## src/rtl/core/i2csbs_pkg.sv

```systemverilog
// Shared types and constants for the I2C slave byte sequencer.
// Used by i2csbs_fsm and i2c_slave_byte_sequencer_unit; no dependencies.
`default_nettype none

package i2csbs_pkg;

  // Configuration register indexes
  localparam logic [1:0] CFG_SLAVE_ADDRESS = 2'd0;
  localparam logic [1:0] CFG_MAX_RX_BYTES  = 2'd1;
  localparam logic [1:0] CFG_ECHO_BYTE     = 2'd2;

  // Configuration reset values
  localparam logic [6:0] SLAVE_ADDRESS_RST = 7'd72;
  localparam logic [7:0] MAX_RX_BYTES_RST  = 8'd5;
  localparam logic [7:0] ECHO_BYTE_RST     = 8'h55;

  // Shift values and bit counts
  localparam logic [7:0] ACK_BYTE  = 8'h00;
  localparam logic [7:0] NACK_BYTE = 8'hFF;
  localparam logic [3:0] BITS_NONE = 4'd0;
  localparam logic [3:0] BITS_ACK  = 4'd1;
  localparam logic [3:0] BITS_BYTE = 4'd8;

  // One shift-unit event
  typedef struct packed {
    logic       start_seen;
    logic [7:0] shifted_in;
  } in_item_t;

  // One sequencer result
  typedef struct packed {
    logic       load_shift;
    logic [7:0] shift_value;
    logic [3:0] bits_to_clock;
    logic       sda_enable;
    logic       led_level;
    logic       transfer_done;
  } out_item_t;

  // Configuration register set
  typedef struct packed {
    logic [6:0] slave_address;
    logic [7:0] max_rx_bytes;
    logic [7:0] echo_byte;
  } cfg_regs_t;

endpackage

`default_nettype wire

```

## src/rtl/core/i2c_slave_byte_sequencer_unit.sv

```systemverilog
// Top level of the I2C slave byte sequencer: request channels, config registers.
// Depends on i2csbs_pkg and i2csbs_fsm.
`default_nettype none

// Byte-level sequencer of a 7-bit-address I2C slave. Each input request is one
// shift-unit event (start flag plus shifted-in byte); each produces exactly one
// result request telling what to load into the shifter, how many bits to clock,
// and the current SDA drive and LED level. Throughput is one event per clock
// while the output is not stalled: an event is captured in an input register,
// the phase logic runs in one pass, and the result lands in an output register.
// Both stages advance whenever the output register is empty or being taken.
// Configuration writes are always ready and take effect on the next event;
// index 0 is the slave address, 1 the maximum receive byte count, 2 the echo
// byte; other indexes are ignored.
module i2c_slave_byte_sequencer_unit (
  input  wire logic                  clk,
  input  wire logic                  rst_n,
  // event input
  input  wire logic                  in_valid,
  output logic                       in_stall,
  input  wire i2csbs_pkg::in_item_t  in_data,
  // result output
  output logic                       out_valid,
  input  wire logic                  out_stall,
  output i2csbs_pkg::out_item_t      out_data,
  // configuration writes
  input  wire logic                  cfg_valid,
  output logic                       cfg_ready,
  input  wire logic [1:0]            cfg_index,
  input  wire logic [7:0]            cfg_data
);
  import i2csbs_pkg::*;

  logic      s1_valid_r;
  in_item_t  s1_item_r;
  logic      out_valid_r;
  out_item_t out_data_r;
  cfg_regs_t cfg_r;
  out_item_t result;
  logic      advance;
  logic      step;

  // Pipeline moves when the output register is free or being taken
  assign advance   = !out_valid_r || !out_stall;
  assign step      = s1_valid_r && advance;
  assign in_stall  = s1_valid_r && !advance;
  assign out_valid = out_valid_r;
  assign out_data  = out_data_r;
  assign cfg_ready = 1'b1;

  // Configuration registers
  always_ff @(posedge clk) begin
    if (!rst_n) begin
      cfg_r.slave_address <= SLAVE_ADDRESS_RST;
      cfg_r.max_rx_bytes  <= MAX_RX_BYTES_RST;
      cfg_r.echo_byte     <= ECHO_BYTE_RST;
    end else if (cfg_valid && cfg_ready) begin
      unique case (cfg_index)
        CFG_SLAVE_ADDRESS: cfg_r.slave_address <= cfg_data[6:0];
        CFG_MAX_RX_BYTES:  cfg_r.max_rx_bytes  <= cfg_data;
        CFG_ECHO_BYTE:     cfg_r.echo_byte     <= cfg_data;
        default: begin
        end
      endcase
    end
  end

  // Input register stage
  always_ff @(posedge clk) begin
    if (!rst_n) begin
      s1_valid_r <= 1'b0;
    end else if (advance || !s1_valid_r) begin
      s1_valid_r <= in_valid;
    end
  end

  always_ff @(posedge clk) begin
    if (in_valid && !in_stall) begin
      s1_item_r <= in_data;
    end
  end

  // Phase logic and state
  i2csbs_fsm u_fsm (
    .clk    (clk),
    .rst_n  (rst_n),
    .step   (step),
    .item   (s1_item_r),
    .cfg    (cfg_r),
    .result (result)
  );

  // Result register stage
  always_ff @(posedge clk) begin
    if (!rst_n) begin
      out_valid_r <= 1'b0;
    end else if (advance) begin
      out_valid_r <= s1_valid_r;
    end
  end

  always_ff @(posedge clk) begin
    if (step) begin
      out_data_r <= result;
    end
  end

endmodule

`default_nettype wire

```

## src/rtl/core/i2csbs_fsm.sv

```systemverilog
// Bus phase state machine of the I2C slave byte sequencer.
// Holds phase, byte count, LED and SDA drive; depends on i2csbs_pkg.
`default_nettype none

module i2csbs_fsm (
  input  wire logic                   clk,
  input  wire logic                   rst_n,
  input  wire logic                   step,
  input  wire i2csbs_pkg::in_item_t   item,
  input  wire i2csbs_pkg::cfg_regs_t  cfg,
  output i2csbs_pkg::out_item_t       result
);
  import i2csbs_pkg::*;

  typedef enum logic [2:0] {
    PH_IDLE     = 3'd0,
    PH_RX_ADDR  = 3'd1,
    PH_CHK_ADDR = 3'd2,
    PH_RX_DATA  = 3'd3,
    PH_CHK_DATA = 3'd4,
    PH_TX_DATA  = 3'd5,
    PH_RX_ACK   = 3'd6,
    PH_CHK_ACK  = 3'd7
  } phase_t;

  phase_t     phase_r, phase_nxt, phase_cur;
  logic [7:0] byte_count_r, byte_count_nxt;
  logic       led_r, led_nxt;
  logic       sda_r, sda_nxt;
  logic       done;
  logic       load;
  logic [7:0] val;
  logic [3:0] bits;
  logic [8:0] count_plus2;

  assign count_plus2 = {1'b0, byte_count_r} + 9'd2;

  // Decide the response to the current event
  always_comb begin
    phase_cur      = item.start_seen ? PH_RX_ADDR : phase_r;
    led_nxt        = item.start_seen ? 1'b1 : led_r;
    phase_nxt      = phase_cur;
    byte_count_nxt = byte_count_r;
    sda_nxt        = sda_r;
    load           = 1'b0;
    val            = ACK_BYTE;
    bits           = BITS_NONE;
    done           = 1'b0;
    unique case (phase_cur)
      PH_RX_ADDR: begin
        bits      = BITS_BYTE;
        phase_nxt = PH_CHK_ADDR;
      end
      PH_CHK_ADDR: begin
        load = 1'b1;
        if (item.shifted_in[7:1] == cfg.slave_address) begin
          sda_nxt   = 1'b1;
          val       = ACK_BYTE;
          bits      = BITS_ACK;
          led_nxt   = 1'b0;
          phase_nxt = item.shifted_in[0] ? PH_TX_DATA : PH_RX_DATA;
        end else begin
          // address mismatch: release the bus and go idle
          val            = NACK_BYTE;
          led_nxt        = 1'b1;
          sda_nxt        = 1'b0;
          byte_count_nxt = '0;
          phase_nxt      = PH_IDLE;
          done           = 1'b1;
        end
      end
      PH_RX_DATA: begin
        sda_nxt   = 1'b0;
        bits      = BITS_BYTE;
        phase_nxt = PH_CHK_DATA;
      end
      PH_CHK_DATA: begin
        load = 1'b1;
        if (count_plus2 <= {1'b0, cfg.max_rx_bytes}) begin
          sda_nxt        = 1'b1;
          val            = ACK_BYTE;
          bits           = BITS_ACK;
          byte_count_nxt = byte_count_r + 8'd1;
          phase_nxt      = PH_RX_DATA;
        end else begin
          // final byte of the write gets a NACK
          val            = NACK_BYTE;
          sda_nxt        = 1'b0;
          byte_count_nxt = '0;
          phase_nxt      = PH_IDLE;
          done           = 1'b1;
        end
      end
      PH_TX_DATA: begin
        sda_nxt   = 1'b1;
        load      = 1'b1;
        val       = cfg.echo_byte;
        bits      = BITS_BYTE;
        phase_nxt = PH_RX_ACK;
      end
      PH_RX_ACK: begin
        sda_nxt   = 1'b0;
        bits      = BITS_ACK;
        phase_nxt = PH_CHK_ACK;
      end
      PH_CHK_ACK: begin
        if (item.shifted_in[0]) begin
          // master NACK ends the read
          sda_nxt        = 1'b0;
          byte_count_nxt = '0;
          phase_nxt      = PH_IDLE;
          done           = 1'b1;
        end else begin
          led_nxt   = 1'b0;
          sda_nxt   = 1'b1;
          load      = 1'b1;
          val       = cfg.echo_byte;
          bits      = BITS_BYTE;
          phase_nxt = PH_RX_ACK;
        end
      end
      default: begin
        // idle without start: nothing changes
      end
    endcase

    result.load_shift    = load;
    result.shift_value   = val;
    result.bits_to_clock = bits;
    result.sda_enable    = sda_nxt;
    result.led_level     = led_nxt;
    result.transfer_done = done;
  end

  // State update on each processed event
  always_ff @(posedge clk) begin
    if (!rst_n) begin
      phase_r      <= PH_IDLE;
      byte_count_r <= '0;
      led_r        <= 1'b0;
      sda_r        <= 1'b0;
    end else if (step) begin
      phase_r      <= phase_nxt;
      byte_count_r <= byte_count_nxt;
      led_r        <= led_nxt;
      sda_r        <= sda_nxt;
    end
  end

endmodule

`default_nettype wire

```

## config.mk

```make
export PLATFORM = sky130hd
export DESIGN_NAME = i2c_slave_byte_sequencer_unit
export DESIGN_NICKNAME = d
export VERILOG_FILES = /design/src/rtl/core/i2csbs_pkg.sv /design/src/rtl/core/i2c_slave_byte_sequencer_unit.sv /design/src/rtl/core/i2csbs_fsm.sv
export SDC_FILE = /design/constraint.sdc
export NUM_CORES = 1
export LEC_CHECK = 0
export BUFFER_PORTS_ARGS = -buffer_cell sky130_fd_sc_hd__buf_2
export CAP_MARGIN = 10
export CORE_MARGIN = 2
export CORE_UTILIZATION = 30
export DETAILED_ROUTE_END_ITERATION = 16
export GPL_TIMING_DRIVEN = 0
export PLACE_DENSITY = 0.51
export SETUP_SLACK_MARGIN = 0.02
export SYNTH_ARGS = -nofsm -noshare
export SYNTH_HDL_FRONTEND = slang
export SYNTH_HIERARCHICAL = 1
export SYNTH_SLANG_ARGS = --single-unit
```

## constraint.sdc

```tcl
create_clock -name clk -period 3.6 [get_ports clk]
set_input_delay 0.18 -clock clk [delete_from_list [all_inputs] [get_ports clk]]
set_output_delay 0.18 -clock clk [all_outputs]
set_load 0.1 [all_outputs]
```

== Yosys cells after proc, flatten, opt, wreduce, memory -nomap -nowiden ==
Cells that the tools add are included.

* Register bits: 63
* Bits of input ports: 24
* Output and inout port bits: 19
* Logic and storage cells: 81

* $add $sub $neg: 2
* Order comparisons: 1
* Eq/ne operators: 12
* Muxes and demuxes: 30
* Reduce and logical (&&, ||, !) cells: 19

{| class="wikitable"
|+ Operators by type and width
! kind !! number
|-
| $mux 8 || 6
|-
| $pmux 8 s4 || 1
|-
| $pmux 8 s3 || 1
|-
| $pmux 3 s7 || 1
|-
| $pmux 4 s5 || 1
|-
| $eq 3x3->1 const B || 4
|-
| $mux 3 || 4
|-
| $mux 1 || 10
|-
| $add 8x2->9 const B || 1
|-
| $le 9x8->1 || 1
|-
| $add 8x1->8 const B || 1
|-
| $eq 7x7->1 || 1
|-
| $eq 3x2->1 const B || 2
|-
| $reduce_and 2->1 || 3
|-
| $reduce_or 3->1 || 2
|-
| $logic_not 1->1 || 5
|-
| $pmux 1 s5 || 1
|-
| $mux 4 || 1
|-
| $ne 2x2->1 const B || 2
|-
| $pmux 1 s2 || 2
|-
| $reduce_and 4->1 || 1
|-
| $eq 3x1->1 const B || 1
|-
| $logic_and 1x1->1 || 3
|-
| $pmux 1 s3 || 1
|-
| 7 further kinds || 8
|}

== Longest topological paths before layout ==
Gate-level depths: netlist of the first run.

* Depth after elaboration: 6
* Mapped depth: 12
* Mapped depth without buffers: 10

== Hierarchy ==
The synthesis of the first run kept the hierarchy.

{| class="wikitable"
|+ By module, submodules not included
! module !! instances !! cells an instance !! area each (sq um) !! seq. area each (sq um)
|-
| i2c_slave_byte_sequencer_unit || 1 || 128 || 1785.5 || 1251.2
|-
| i2csbs_fsm || 1 || 180 || 1416.4 || 260.2
|}

== Least setup slack after synthesis of the first run ==
OpenSTA, ideal clock, no wires.

* Kind: flip-flop to flip-flop
* From: reg out_valid_r (netlist: out_valid)
* To: reg u_fsm.byte_count_r[4]
* Setup time: 0.086 ns
* Arrival: 3.873 ns
* Required time: 3.514 ns
* Path slack: -0.360 ns
* Stages on the path, launching flop included: 7
* Path buffers: 0
* Clock period less this slack: 3.960 ns
* Cell sequence: dfxtp_1 > a21boi_0 > inv_1 > a311oi_4 > o21ai_2 > or3_1 > a221oi_2

* Word-level cells in the longest chain between the ends: 4

{| class="wikitable"
|+ Ends and longest elaborated chain
! what !! line !! RTL
|-
| from (decl) || i2c_slave_byte_sequencer_unit.sv:36 || <nowiki>logic out_valid_r;</nowiki>
|-
| from (signal assigned) || i2c_slave_byte_sequencer_unit.sv:98 || <nowiki>out_valid_r <= s1_valid_r;</nowiki>
|-
| $logic_not 1->1 || i2c_slave_byte_sequencer_unit.sv:44 || <nowiki>assign advance = !out_valid_r || !out_stall;</nowiki>
|-
| $logic_or 1x1->1 || i2c_slave_byte_sequencer_unit.sv:44 ||
|-
| $logic_and 1x1->1 || i2c_slave_byte_sequencer_unit.sv:45 || <nowiki>assign step = s1_valid_r && advance;</nowiki>
|-
| named net step || i2c_slave_byte_sequencer_unit.sv:41 || <nowiki>logic step;</nowiki>
|-
| $reduce_and 4->1 (no line) || - ||
|-
| to (signal assigned) || i2csbs_fsm.sv:144 || <nowiki>byte_count_r <= byte_count_nxt;</nowiki>
|-
| to (decl) || i2csbs_fsm.sv:27 || <nowiki>logic [7:0] byte_count_r, byte_count_nxt;</nowiki>
|}

The timed path passes the listed nets, and every way through them passes these cells.
A chain may end at the register's enable or synchronous reset.

== Worst setup path in the final report of the first run ==
* From: reg u_fsm.byte_count_r[3]
* To: reg out_data_r (netlist bit out_data[2]) (data pin)

* Word-level cells in the longest chain between the ends: 4

{| class="wikitable"
|+ Ends and longest elaborated chain
! what !! line !! RTL
|-
| $add 8x2->9 || i2csbs_fsm.sv:36 || <nowiki>assign count_plus2 = {1'b0, byte_count_r} + 9'd2;</nowiki>
|-
| $le 9x8->1 || i2csbs_fsm.sv:79 || <nowiki>if (count_plus2 <= {1'b0, cfg.max_rx_bytes}) begin</nowiki>
|-
| $mux 1 || i2csbs_fsm.sv:79 ||
|-
| $pmux 1 s5 || i2csbs_fsm.sv:49 || <nowiki>unique case (phase_cur)</nowiki>
|-
| named net u_fsm.sda_nxt || i2csbs_fsm.sv:29 || <nowiki>logic sda_r, sda_nxt;</nowiki>
|-
| to (signal assigned) || i2c_slave_byte_sequencer_unit.sv:104 || <nowiki>out_data_r <= result;</nowiki>
|-
| to (decl) || i2c_slave_byte_sequencer_unit.sv:37 || <nowiki>out_item_t out_data_r;</nowiki>
|}

The timed path passes the listed nets, and every way through them passes these cells.

==> results.cfg, run 1 <==
[run_status]
status = finished, final reports clean

[pwr]
power-per-cell-area_mw_per_mm2 = 434
power.leakage_nw = 1.59
irDropWorstVdd_mv = 0.154

[yosys]
seq_area_frac_synth = 0.472
synth.cells.most_frequent = 38 x sky130_fd_sc_hd__dfxtp_1, 29 x sky130_fd_sc_hd__nand2_1, 25 x sky130_fd_sc_hd__edfxtp_1, 22 x sky130_fd_sc_hd__mux2i_1, 18 x sky130_fd_sc_hd__inv_1
synth.top_cell.area_share = 0.238
netlist_instances = 308
synth.largest_area_cell = sky130_fd_sc_hd__dfxtp_1
synth_top_flop_cell = sky130_fd_sc_hd__dfxtp_1
async_reset_ff_frac = 0
yosys.cell_count.top_type = sky130_fd_sc_hd__dfxtp_1
yosys-top-cells-area = sky130_fd_sc_hd__dfxtp_1 24%, sky130_fd_sc_hd__edfxtp_1 23%, sky130_fd_sc_hd__mux2i_1 6.9%, sky130_fd_sc_hd__ha_1 3.9%, sky130_fd_sc_hd__nand2_1 3.4%
synth_area_per_cell_um2 = 10.4
synth_cell_type_count = 57
mappedNetlistArea_mm2 = 0.00320
synth-warning-count = 6
synth-edff-count = 25
yosys_reg_bits = 63

[finish]
final_core_util = 0.376
num-fill-cells = 1050
filler_free_cell_count_of_the_finished_design = 509
synthToLayoutAreaGrowth_pct = 21.3
antenna-diode-count = 0
final_area_mm2 = 0.00388
num-nets-final = 402
post_route_cells_drive_above_1_share = 0.228

[grt]
grt_pass1_wl_um = 11300
global_route.overflow_total = 0
grt_pass1_vias = 2264
grt_max_degree = 19
grt_antenna_before_repair = 0
grt.total_usage = 0.127

[timing]
setup-violations-final = 0
final_period_minus_worst_setup_slack_ns = 3.19
rsz0062_at_grt = false
maxSlewHeadroom = 0.242
finalClockSkew_ns = 0.0127
slew_violations = 0
timing.final.crit_share = 0.885
final_hold_fails = 0
peak_freq_mhz = 314
postLayoutSetupSlackWorst_ns = 0.413
worst_pin_slew_ns = 1.13

[die]
floorplan.io_pins = 43
die-area_mm2 = 0.0115
core_area_mm2 = 0.0103
chipWidth_um = 107
fp.dieH_um = 107
num_rows = 37
initial_utilization = 0.310

[routing]
drt_iter0_drc = 109
vias = 2393
route.top_layer_used = met4
drt-pass1-iter-count = 4
drt.antenna.violating_nets = 0
wire_per_inst_um = 13.5
viasPerCell = 4.70
met3_length_um = 214
post-route-drc-count = 0
detail_route.wirelength.met1_um = 3460
wl_met2_um = 3070
wirelength_um = 6860

[worst_setup_path]
crit_path_max_fanout = 10
crit_required_ns = 3.69
setup.worst_path.start_class = flop
critical_path_arrival_ns = 3.28
critPathTopFamily = buffers and inverters
crit_path_end_kind = flop
critical_path_buf_inv_count = 3
crit_path_cell_trace = clkbuf_1, nand3_1, xnor2_1, ha_1, nand4_1, o221ai_1, a211oi_1, o21ai_0, clkbuf_1, nand3_1, buf_4
max_stage_delay_ns = 0.47
path_class = flop to flop
critical-path-slowest-cell = sky130_fd_sc_hd__clkbuf_1

[clock_tree]
cts.reportedPaths.clkPinSlew_ns = 0.08
clock_latency_ns = 0.34
cts.sinks = 63
clk_root_buffer_cell = sky130_fd_sc_hd__clkbuf_8
clk_path_buf_depth = 2
hold_buffers = 6
h-tree-depth = 3
tritoncts.num_buffers = 9
count_of_buffers_added_by_post_cts_timing_repair_for_setup = 0
post_cts_resized = 0
clock_tree_from_tritoncts = yes

[min_path]
hp-class = input port to flop

[placed_design]
finalWeightedCongestion = 0.813
placed_cell_area_mm2 = 0.00360
pre_cts_slack_ns = 0.415
place_inst = 487
detailedPlacementHpwl_um = 5080
port-buffer-count = 41

[run]
max-cap-violations = 0
==> state kept, by name, summed over array words and instances, names as in the netlist <==
register and flops:
cfg_r 23, out_data 16, s1_item_r 9, u_fsm/byte_count_r 8, u_fsm/phase_r 3, out_valid 1
s1_valid_r 1, u_fsm/led_r 1, u_fsm/sda_r 1
==> metrics by stage <==
step	setup TNS, ns	total power [mW]	hold slack (ns)
after global routing	0	1.75	0.00972
after CTS	0	1.71	0.0000768
after floorplan	0	0.954	0.279
after detailed placement	0	1.01	0.358
after global placement	-2.38	1.00	0.358
final	0	1.69	0.0150
==> logic make-up (layout without fill, tap and decap cells) <==
| kind of cell | count (synthesis) | count (layout) | synth area share |
|---|---|---|---|
| XOR/XNOR | 17 | 17 | 0.0465 |
| AO/OA/AOI/OAI | 67 | 67 | 0.159 |
| adder cells (fa/ha/maj) | 10 | 10 | 0.0391 |
| multiplexers | 22 | 22 | 0.0688 |
| AND/OR/NAND/NOR | 86 | 86 | 0.147 |
| buffers and inverters | 41 | 105 | 0.0660 |
| other | 2 | 3 | 0.00235 |
| flip-flops | 63 | 63 | 0.472 |
==> final timing paths <==
check                         from      endpoint  slack, ns  cells after the start
min                     in_data[2]  s1_item_r[2]       0.01                      1
max reg2reg  u_fsm/byte_count_r[3]   out_data[2]       0.41                     11
min reg2reg               cfg_r[7]      cfg_r[7]       0.46                      2
max          u_fsm/byte_count_r[3]   out_data[2]       0.41                     11
==> cells in the final DEF (no fill, tap or decap), types with 3 or more instances in the layout <==
| cell | netlist | layout |
|---|---|---|
| sky130_fd_sc_hd__dfxtp_1 | 38 | 38 |
| sky130_fd_sc_hd__xor2_1 | 6 | 6 |
| sky130_fd_sc_hd__nand2_1 | 29 | 29 |
| sky130_fd_sc_hd__inv_1 | 18 | 18 |
| sky130_fd_sc_hd__nand3b_1 | 3 | 3 |
| sky130_fd_sc_hd__buf_6 | 3 | 3 |
| sky130_fd_sc_hd__nor2b_1 | 12 | 12 |
| sky130_fd_sc_hd__dlygate4sd3_1 | 0 | 6 |
| sky130_fd_sc_hd__ha_1 | 10 | 10 |
| sky130_fd_sc_hd__conb_1 | 2 | 3 |
| sky130_fd_sc_hd__edfxtp_1 | 25 | 25 |
| sky130_fd_sc_hd__mux2i_1 | 22 | 22 |
| sky130_fd_sc_hd__o21ai_0 | 12 | 12 |
| sky130_fd_sc_hd__clkbuf_1 | 7 | 8 |
| sky130_fd_sc_hd__buf_2 | 4 | 45 |
| sky130_fd_sc_hd__nand3_1 | 7 | 7 |
| sky130_fd_sc_hd__clkbuf_8 | 0 | 10 |
| sky130_fd_sc_hd__a211oi_1 | 9 | 9 |
| sky130_fd_sc_hd__nand4_1 | 7 | 7 |
| sky130_fd_sc_hd__a21o_1 | 9 | 9 |
| sky130_fd_sc_hd__a21oi_1 | 8 | 8 |
| sky130_fd_sc_hd__nor2_1 | 11 | 11 |
| sky130_fd_sc_hd__xnor2_1 | 11 | 11 |
| sky130_fd_sc_hd__buf_4 | 8 | 8 |
| sky130_fd_sc_hd__o211ai_1 | 3 | 3 |
==> metal layers <==
metal	vias up	GRT usage
li1	1223	-
met1	1121	0.177
met2	40	0.194
met3	9	0.0212
met4	0	0.0529
met5	-	0
==> power by group <==
group          switching (mW)  internal (mW)  leakage [nW]
logic                   0.143         0.0657         0.930
registers              0.0138          0.770         0.548
clock network           0.283          0.409         0.110
total                   0.440           1.25          1.59
==> final cells by class <==
| class | instances | area, µm² | area share |
|---|---|---|---|
| clock inverters | 5 | 81.3 | 0.0209 |
| flip-flops and latches | 63 | 1510 | 0.389 |
| multi-input cells | 205 | 1490 | 0.383 |
| plain buffers | 22 | 140 | 0.0361 |
| inverters | 19 | 71.3 | 0.0184 |
| well taps | 136 | 170 | 0.0438 |
| repair buffers | 48 | 280 | 0.0722 |
| clock buffers | 11 | 141 | 0.0364 |
No activity file was read; power rests on OpenSTA's default activity.
==> run 2, diff against run 1 <==
PLACE_DENSITY = 0.55   (was 0.51)
==> results.cfg, run 2 (synthesized netlist as in run 1, its figures left out) <==
[run_status]
status = finished, final reports clean

[timing]
maxSlewHeadroom = 0.299
timing.final.crit_share = 0.863
postLayoutSetupSlackWorst_ns = 0.494
final.hold.worst_slack_ns = 0.0215
setup-violations-final = 0
finalClockSkew_ns = 0.0115
rsz0062_at_grt = false
worst_pin_slew_ns = 1.04
slew_violations = 0
final_period_minus_worst_setup_slack_ns = 3.11
peak_freq_mhz = 322
final_hold_fails = 0

[worst_setup_path]
critical_path_arrival_ns = 3.21
reg2reg_slack_ns = 0.49
critical-path-slowest-cell = sky130_fd_sc_hd__clkbuf_1
startpoint = u_fsm/byte_count_r[3]
crit_path_end_kind = flop
crit_path_cell_trace = clkbuf_1, nand3_1, nor2_1, xor2_1, ha_1, and3_1, o2111ai_1, inv_1, o21ai_0, clkbuf_1, nand3_1, buf_4
reg_to_reg_endpoint = out_data[2]
timing.reg2reg.worst_path_depth = 12
path_class = flop to flop
crit_path_max_fanout = 10
crit-reg2reg-launch = u_fsm/byte_count_r[3]
critical_path_buf_inv_count = 4
timing.critical_path.depth = 12
critPathTopFamily = buffers and inverters
max_stage_delay_ns = 0.45
setup.worst_path.start_class = flop
worstSetupEndpoint = out_data[2]
crit_required_ns = 3.70

[grt]
grt_max_degree = 19
grt_pass1_vias = 2289
grt.total_usage = 0.126
grt_pass1_wl_um = 11200
grt_antenna_before_repair = 0
global_route.overflow_total = 0

[routing]
drt.antenna.violating_nets = 0
viasPerCell = 4.69
drt-pass1-iter-count = 4
wirelength_um = 6710
drt_iter0_drc = 71
vias = 2394
wire_per_inst_um = 13.2
post-route-drc-count = 0

[placed_design]
finalWeightedCongestion = 0.832
detailedPlacementHpwl_um = 4990
place_inst = 487
pre_cts_slack_ns = 0.462
port-buffer-count = 41

[clock_tree]
clock_latency_ns = 0.34
cts.sinks = 63
tritoncts.num_buffers = 9
h-tree-depth = 3
clk_root_buffer_cell = sky130_fd_sc_hd__clkbuf_8
clock_tree_from_tritoncts = yes
cts.reportedPaths.clkPinSlew_ns = 0.07
clk_path_buf_depth = 2

[die]
floorplan.io_pins = 43
num_rows = 37
fp.dieH_um = 107
die-area_mm2 = 0.0115
chipWidth_um = 107
initial_utilization = 0.310
core_area_mm2 = 0.0103

[finish]
max_flop_register = cfg_r
post_route_cells_drive_above_1_share = 0.225
synthToLayoutAreaGrowth_pct = 20.6
largest_register_ff_count = 23
final_common_cell = sky130_fd_sc_hd__buf_2
antenna-diode-count = 0
num-fill-cells = 1077
filler_free_cell_count_of_the_finished_design = 510
most-common-layout-cells = 45 x sky130_fd_sc_hd__buf_2, 38 x sky130_fd_sc_hd__dfxtp_1, 29 x sky130_fd_sc_hd__nand2_1
num-nets-final = 403
final_core_util = 0.374

[pwr]
power.leakage_nw = 1.58
power-per-cell-area_mw_per_mm2 = 415
irDropWorstVdd_mv = 0.155

[run]
max-cap-violations = 0

[min_path]
hp-class = input port to flop
run 2: cell types whose count changed in the layout (fill, tap and decap cells not counted):
| cell | delta |
|---|---|
| sky130_fd_sc_hd__clkinv_2 | +1 |
| sky130_fd_sc_hd__clkinv_4 | -1 |
| sky130_fd_sc_hd__dlygate4sd3_1 | +1 |
| sky130_fd_sc_hd__bufinv_16 | -1 |
| sky130_fd_sc_hd__clkbuf_1 | +1 |
run 2: power by group:
| group | switching, mW | internal [mW] |
|---|---|---|
| clock network | 0.272 | 0.337 |
| registers | 0.0137 | 0.771 |
| logic | 0.143 | 0.0664 |
| total | 0.429 | 1.17 |
run 2: layout make-up:
type / count / area [µm²] / share of cell area
sequential: 63 / 1510 / 0.391
multi-input combinational: 205 / 1490 / 0.385
timing repair buffer: 49 / 290 / 0.0752
tap: 136 / 170 / 0.0441
clock buffer: 12 / 145 / 0.0376
buffer: 22 / 140 / 0.0363
inverter: 19 / 71.3 / 0.0185
clock inverter: 4 / 47.5 / 0.0123
run 2: routing by layer:
layer  track usage  up-vias  routed length, µm  part of all wire
met5             0        -                  0                 0
met4        0.0640        0                153             0.023
met3        0.0297       10                277             0.041
met2         0.189       45               2950              0.44
met1         0.168     1110               3330              0.50
li1              -     1229                  -                 -
run 2: how the worst min path moves through the flow:
stage / start / endpoint / slack (ns) / cells after the start
after floorplan: in_data[0] / s1_item_r[0] / 0.28 / 0
after global placement: in_data[3] / s1_item_r[3] / 0.36 / 1
after detailed placement: in_data[2] / s1_item_r[2] / 0.36 / 1
after CTS: in_data[1] / s1_item_r[1] / 0.0006 / 1
after global routing: in_data[1] / s1_item_r[1] / 0.004 / 1
final: in_data[1] / s1_item_r[1] / 0.02 / 1
run 2: worst register-to-register path, delay by kind of cell (launching register included):
family / cells / cell delay [ns]
compound gates: 2 / 0.43
buf+inv: 4 / 0.99
flops: 1 / 0.30
xor+xnor: 1 / 0.18
fa+ha+maj: 1 / 0.26
simple gates: 4 / 0.73
run 2: per-stage QoR:
| stage | instance area [µm²] | total power, mW | setup TNS [ns] |
|---|---|---|---|
| floorplan | 3210 | 0.954 | 0 |
| global placement | 3580 | 1.00 | -0.996 |
| detailed placement | 3600 | 1.01 | 0 |
| CTS | 3850 | 1.63 | 0 |
| global route | 3860 | 1.68 | 0 |
| finish | 3860 | 1.60 | 0 |
run 2: repair_timing:
| item | in CTS | in global routing |
|---|---|---|
| hold buffers | 6 | 1 |
| resized for setup | 0 | 0 |
| hold endpoints to repair | 6 | 1 |
| buffers inserted | 0 | 0 |
